**config.mk**
```make
export PLATFORM = sky130hd
export DESIGN_NAME = dsv_sqrt
export DESIGN_NICKNAME = d
export VERILOG_FILES = /design/src/design/dsv_sqrt.sv
export SDC_FILE = /design/constraint.sdc
export NUM_CORES = 2
export LEC_CHECK = 0
export ABC_AREA = 1
export BUFFER_PORTS_ARGS = -buffer_cell sky130_fd_sc_hd__buf_2
export CORE_ASPECT_RATIO = 0.8
export CORE_MARGIN = 3
export CORE_UTILIZATION = 30
export DETAILED_ROUTE_END_ITERATION = 16
export HOLD_SLACK_MARGIN = 0.08
export PLACE_DENSITY_LB_ADDON = 0.15
export RECOVER_POWER = 25
export SLEW_MARGIN = 20
export SYNTH_ARGS = -nofsm -noshare
export SYNTH_HDL_FRONTEND = slang
export SYNTH_SLANG_ARGS = --single-unit
```
**constraint.sdc**
```tcl
create_clock -name clk -period 1.95 [get_ports clk]
set_clock_uncertainty 0.15 [all_clocks]
set_input_delay 0.0975 -clock clk [delete_from_list [all_inputs] [get_ports clk]]
set_output_delay 0.0975 -clock clk [all_outputs]
set_load 0.05 [all_outputs]
```
**src/design/dsv_sqrt.sv**
```systemverilog
// Pipelined integer square root, one result bit per stage.
module dsv_sqrt #(
  parameter int VW = 50,
  parameter int SW = 1
) (
  input  logic                clk,
  input  logic                rst,
  input  logic                in_valid,
  input  logic [VW-1:0]       value,
  input  logic [SW-1:0]       in_side,
  output logic                out_valid,
  output logic [VW/2-1:0]     root,
  output logic [SW-1:0]       out_side
);

  localparam int RW = VW / 2;

  logic          valid_st [RW+1];
  logic [VW-1:0] rem_st   [RW+1];
  logic [VW-1:0] r_st     [RW+1];
  logic [SW-1:0] side_st  [RW+1];

  assign valid_st[0] = in_valid;
  assign rem_st[0]   = value;
  assign r_st[0]     = '0;
  assign side_st[0]  = in_side;

  for (genvar s = 0; s < RW; s++) begin : g_step
    localparam logic [VW:0] BIT = {{VW{1'b0}}, 1'b1} << (VW - 2 - 2 * s);
    logic [VW:0] trial;

    assign trial = {1'b0, r_st[s]} + BIT;

    always_ff @(posedge clk) begin
      if (rst) begin
        valid_st[s+1] <= 1'b0;
      end else begin
        valid_st[s+1] <= valid_st[s];
      end
      side_st[s+1] <= side_st[s];
      if ({1'b0, rem_st[s]} >= trial) begin
        rem_st[s+1] <= rem_st[s] - trial[VW-1:0];
        r_st[s+1]   <= (r_st[s] >> 1) + BIT[VW-1:0];
      end else begin
        rem_st[s+1] <= rem_st[s];
        r_st[s+1]   <= r_st[s] >> 1;
      end
    end
  end

  assign out_valid = valid_st[RW];
  assign root      = r_st[RW][RW-1:0];
  assign out_side  = side_st[RW];

endmodule

```
**After elaboration in Yosys (flattened, before gate mapping)**

Index checks and enable logic that the tools add are counted.

- Register bits: 2474

- $add $sub $neg: 72
- Mux-type cells: 49
- Magnitude comparators: 25

Operators by type and width:

| kind | number |
|---|---|
| 2-to-1 mux 50 bit | 24 |
| 2-to-1 mux 49 bit | 24 |
| greater-or-equal comparator 50 x 51 -> 1 bit | 23 |
| subtractor 50 bit | 23 |
| adder 50 x 1 -> 51 bit, second input constant | 1 |
| adder 50 x 11 -> 51 bit, second input constant | 1 |
| adder 50 x 13 -> 51 bit, second input constant | 1 |
| adder 50 x 15 -> 51 bit, second input constant | 1 |
| adder 50 x 17 -> 51 bit, second input constant | 1 |
| adder 50 x 19 -> 51 bit, second input constant | 1 |
| adder 50 x 21 -> 51 bit, second input constant | 1 |
| adder 50 x 23 -> 51 bit, second input constant | 1 |
| adder 50 x 25 -> 51 bit, second input constant | 1 |
| adder 50 x 27 -> 51 bit, second input constant | 1 |
| adder 50 x 29 -> 51 bit, second input constant | 1 |
| adder 50 x 3 -> 51 bit, second input constant | 1 |
| adder 50 x 31 -> 51 bit, second input constant | 1 |
| adder 50 x 33 -> 51 bit, second input constant | 1 |
| adder 50 x 35 -> 51 bit, second input constant | 1 |
| adder 50 x 37 -> 51 bit, second input constant | 1 |
| adder 50 x 39 -> 51 bit, second input constant | 1 |
| adder 50 x 41 -> 51 bit, second input constant | 1 |
| adder 50 x 43 -> 51 bit, second input constant | 1 |
| adder 50 x 45 -> 51 bit, second input constant | 1 |
| 32 further kinds | 32 |

**Depth between registers and ports, before layout**

- Depth after elaboration: 3
- Mapped depth: 17
- Depth with buffers taken out: 16

**Worst setup path after synthesis**

OpenSTA, ideal clock, no wires.

- Path type: register -> register
- Start: register r_st[624] (netlist name)
- End: register rem_st[590] (netlist name)
- Setup time: 109 ps
- Path buffers: 2
- Clock period less this slack: 2079 ps
- Stages on the path, launching flop included: 15
- Arrival time: 1820 ps
- Path slack: -129 ps
- Path through: dfxtp_1 -> inv_1 -> ha_1 -> a21oi_1 -> nand2_1 -> nand2_1 -> nand2_1 -> nand3_1 -> nand2_1 -> nand2_1 -> nand3_2 -> buf_6 -> buf_6 -> nand2_1 -> inv_1

- Word-level cells in the longest chain between the ends: 3
- Elaborated cells between the ends (all ways): 4
- Classes of those cells: add/sub (2); order compare (1); mux (1)

RTL lines:

| what | line | text |
|---|---|---|
| start: declaration | 20 | `logic [VW-1:0] r_st [RW+1];` |
| start signal: indexed assignment | 43 | `r_st[s+1] <= (r_st[s] >> 1) + BIT[VW-1:0];` |
| start signal: indexed assignment | 46 | `r_st[s+1] <= r_st[s] >> 1;` |
| adder 50 x 23 -> 51 bit (*) | 32 | `assign trial = {1'b0, r_st[s]} + BIT;` |
| subtractor 50 bit or greater-or-equal comparator 50 x 51 -> 1 bit (tied branches) | 42, 41 |  |
| 2-to-1 mux 50 bit (*) | 41 | `if ({1'b0, rem_st[s]} >= trial) begin` |
| end signal: indexed assignment | 42 | `rem_st[s+1] <= rem_st[s] - trial[VW-1:0];` |
| end signal: indexed assignment | 45 | `rem_st[s+1] <= rem_st[s];` |
| end: declaration | 19 | `logic [VW-1:0] rem_st [RW+1];` |

Mark *: on every way between the ends. The rest lies on a longest branch, timed or not.
A chain may end at the register's enable or synchronous reset.

**Worst setup path in the final report**

- Start: register r_st[260] (netlist name)
- End: register rem_st[215] (netlist name)

- Word-level cells in the longest chain between the ends: 3
- Elaborated cells between the ends (all ways): 4
- Classes of those cells: add/sub (2); order compare (1); mux (1)

RTL lines:

| what | line |
|---|---|
| adder 50 x 9 -> 51 bit (*) | 32 |
| subtractor 50 bit or greater-or-equal comparator 50 x 51 -> 1 bit (tied branches) | 42, 41 |
| 2-to-1 mux 50 bit (*) | 41 |

Marked as above.

==> impl_metrics.ini <==
[yosys]
synth_top_family_by_area = simple AND/OR/NAND/NOR gates
ys_types = 52
syn-cell-area_um2 = 72100
synth_compound_area_share_pct = 6.33
synth-seq-cells = 1575
synthMuxAreaShare_pct = 0
synth-simple-area-share_pct = 30.8
syn_nets = 10500
synth-edff-count = 0
synth-async-reset-ratio_pct = 0
synthXorXnorAreaFrac_pct = 3.76
syn_avg_cell_area_um2 = 7.17
syn_inst = 10100
synth_fa_ha_area_share_pct = 6.00
ys_warn_count = 0
synth-main-ff-cell = dfxtp_1
ys_seq_area_share_pct = 43.7

[sta]
fin_crit_ns = 2.42
finalSetupViolCount = 591
worstMarginPinSlew_ns = 0.662
hold_viol = 0
rsz0062_at_grt = true
max_slew_margin_pct = 55.4
timing.final.crit_share_pct = 124
drv_slew = 0
finalWorstSetupSlack_ns = -0.470
fmaxAchievable_mhz = 413
setup-tns-final_ns = -155.17

[route]
routedWlPerCell_um = 18.9
dr.pass1.iters = 5
drt_iter0_markers = 5130
viasPerCell = 4.52
vias = 75100
ant_nets = 0
drc_errors = 0
wirelength_mm = 315

[status]
violations = negative setup slack
status = finished, violations left

[clock_tree]
ctsHtreeMaxLevel = 4
cts-buffers-inserted = 174
cts_num_sinks = 1575
cts.path.max_buffers = 4
cts_tree = built
path_clk_slew_ns = 0.06
cts-root-buf = clkbuf_16
clk_latency_ns = 0.88

[hold_path]
min_path_type = input pin to register

[final_layout]
post-route-util_pct = 50.7
drive_above_1_share_pct = 45.6
syn2layout_area_growth_pct = 67.4
layout_commonest_cell = buf_4
n_fill_cell = 22900
nets = 13700
layout_common_cells = 2640 x buf_4, 2219 x nand2_1, 1333 x inv_1

[power]
p_per_area_nw_per_um2 = 1430
p_total_w = 0.173
internal_power_w = 0.104
clockPowerShare_pct = 20.0
p_seq_share_pct = 28.6
ir_worst_vdd_mv = 0.792
p_leak_nw = 59.2
combPwrFrac_pct = 51.4
p_switching_w = 0.0689
switching_share_pct = 39.8

[critical_path]
regToRegSetupSlack_ns = -0.47
critical_path_required_ns = 2.48
crit_path_max_incr_delay_ns = 0.36
endpoint_kind = register
crit_slowest_cell = dfxtp_2
worst_ep_arrival_time_ns = 2.95
critPathKind = register to register
start_kind = register
path_max_fanout = 6
path_cells = buf_12 > inv_6 > ha_4 > nand2_2 > nand3b_1 > nor2_2 > nand2_2 > nor2_4 > nor2_4 > nand3_4 > inv_8 > buf_12 > buf_16 > o21ai_4

[flow_run]
drv_cap = 0

[global_routing]
grt_overflow = 0
antenna_found_initial = 24
grtUsageTotal_pct = 24.3
grt_max_degree = 46
grt_pass1_vias = 72800
grt_pass1_wl_mm = 455

[die]
top_level_ports = 81
die_w_um = 554
core_um2 = 238000
start_util_pct = 30.3
die_height_um = 445
die_area_um2 = 246000
rows = 160

[place]
dpl.hpwl_mm = 251
gp_congestion = 0.938
port_buffers = 80
flip-flops by register name, indices dropped and copies added (netlist names):
name and cells:
out_side 1, out_valid 1, r_st 300, rem_st 1200, root 25, side_st 24
valid_st 24
cells in the mapped netlist, drive strengths merged (2+ instances only):
master | number | area [µm²]
buf | 75 | 617
clkbuf | 6 | 25.0
xor2 | 155 | 1360
or2 | 19 | 119
a21boi | 11 | 82.6
xnor2 | 155 | 1360
a211oi | 3 | 22.5
o21a | 10 | 75.1
nand2 | 3159 | 12000
inv | 1630 | 6130
a21oi | 408 | 2430
o21bai | 11 | 82.6
nand4 | 169 | 1060
dfxtp | 1575 | 31500
nand3 | 554 | 2810
a31oi | 3 | 33.8
nand3b | 71 | 533
ha | 346 | 4330
a21o | 21 | 158
o211ai | 14 | 105
nor2b | 2 | 12.5
clkinv | 3 | 11.3
o21ai | 292 | 1550
and2 | 19 | 119
nor2 | 1140 | 4400
and3 | 5 | 31.3
nor3 | 128 | 661
nor4 | 73 | 457
nor3b | 5 | 47.5
power groups by stage:
stage	Combinational, W	Sequential (W)	Clock (W)
final	0.0890	0.0495	0.0346
after global routing	0.0966	0.0500	0.0366
after CTS	0.0785	0.0488	0.0355
after detailed placement	0.0710	0.0487	0
after global placement	0.0709	0.0489	0
after floorplan	0.0331	0.0445	0
routing by layer:
| layer | vias up | share of wire, % | GRT usage, % |
|---|---|---|---|
| li1 | 37900 | - | - |
| met1 | 35300 | 52 | 38.3 |
| met2 | 1600 | 40 | 34.7 |
| met3 | 310 | 5.7 | 3.42 |
| met4 | 8 | 1.8 | 4.31 |
| met5 | - | 0.017 | 0 |
through the flow:
step	hold WS (ns)	instance area, µm²	cells	setup slack (ns)
floorplan	-0.0248	73900	10100	-0.0464
global placement	0.0493	97700	15800	-1.40
detailed placement	0.0511	97700	15800	-1.39
CTS	0.102	112000	16400	-0.439
global route	0.153	121000	16600	-0.533
finish	0.156	121000	16600	-0.470
area by class of cell:
| cell class | instances | area [µm²] | area share [%] |
|---|---|---|---|
| antenna | 4 | 10.0 | 0.00829 |
| clock buffer | 226 | 4880 | 4.04 |
| clock inverter | 89 | 1120 | 0.925 |
| inverter | 1633 | 6330 | 5.24 |
| multi-input combinational | 6780 | 46000 | 38.1 |
| sequential | 1575 | 32100 | 26.6 |
| tap | 3159 | 3950 | 3.27 |
| timing repair buffer | 3140 | 26200 | 21.7 |
| timing repair inverter | 7 | 110 | 0.0912 |
path summary, 6_finish.rpt:
| check | startpoint | endpoint | cells past startpoint |
|---|---|---|---|
| worst max-delay path | r_st[260] | rem_st[215] | 14 |
| worst min register to register | side_st[9] | side_st[8] | 0 |
| worst min-delay path | rst | valid_st[23] | 3 |
| worst max register to register | r_st[260] | rem_st[215] | 14 |
cells by family after synthesis:
group | after synthesis
adders and majority gates | 346
and+or+nand+nor | 5345
xor gates and xnor gates | 310
DFF | 1575
AOI/OAI and AO/OA | 776
buffers and inverters | 1714
critical path, delay by kind of cell, from the launching register on:
family                   cells  cell delay [ns]
AND/OR/NAND/NOR              7             0.83
AO/OA/AOI/OAI                1             0.15
buffers and inverters        5             0.52
flip-flops                   1             0.36
adder cells (fa/ha/maj)      1             0.27
timing repair:
item	in CTS	in global routing
cloned	27	20
resized for setup	1544	1970
setup endpoints to repair	607	622
buffers inserted	219	210
hold buffers	107	0
pin swaps	313	612
hold endpoints to repair	77	0
Note: power is estimated with default switching activity, not from simulation.
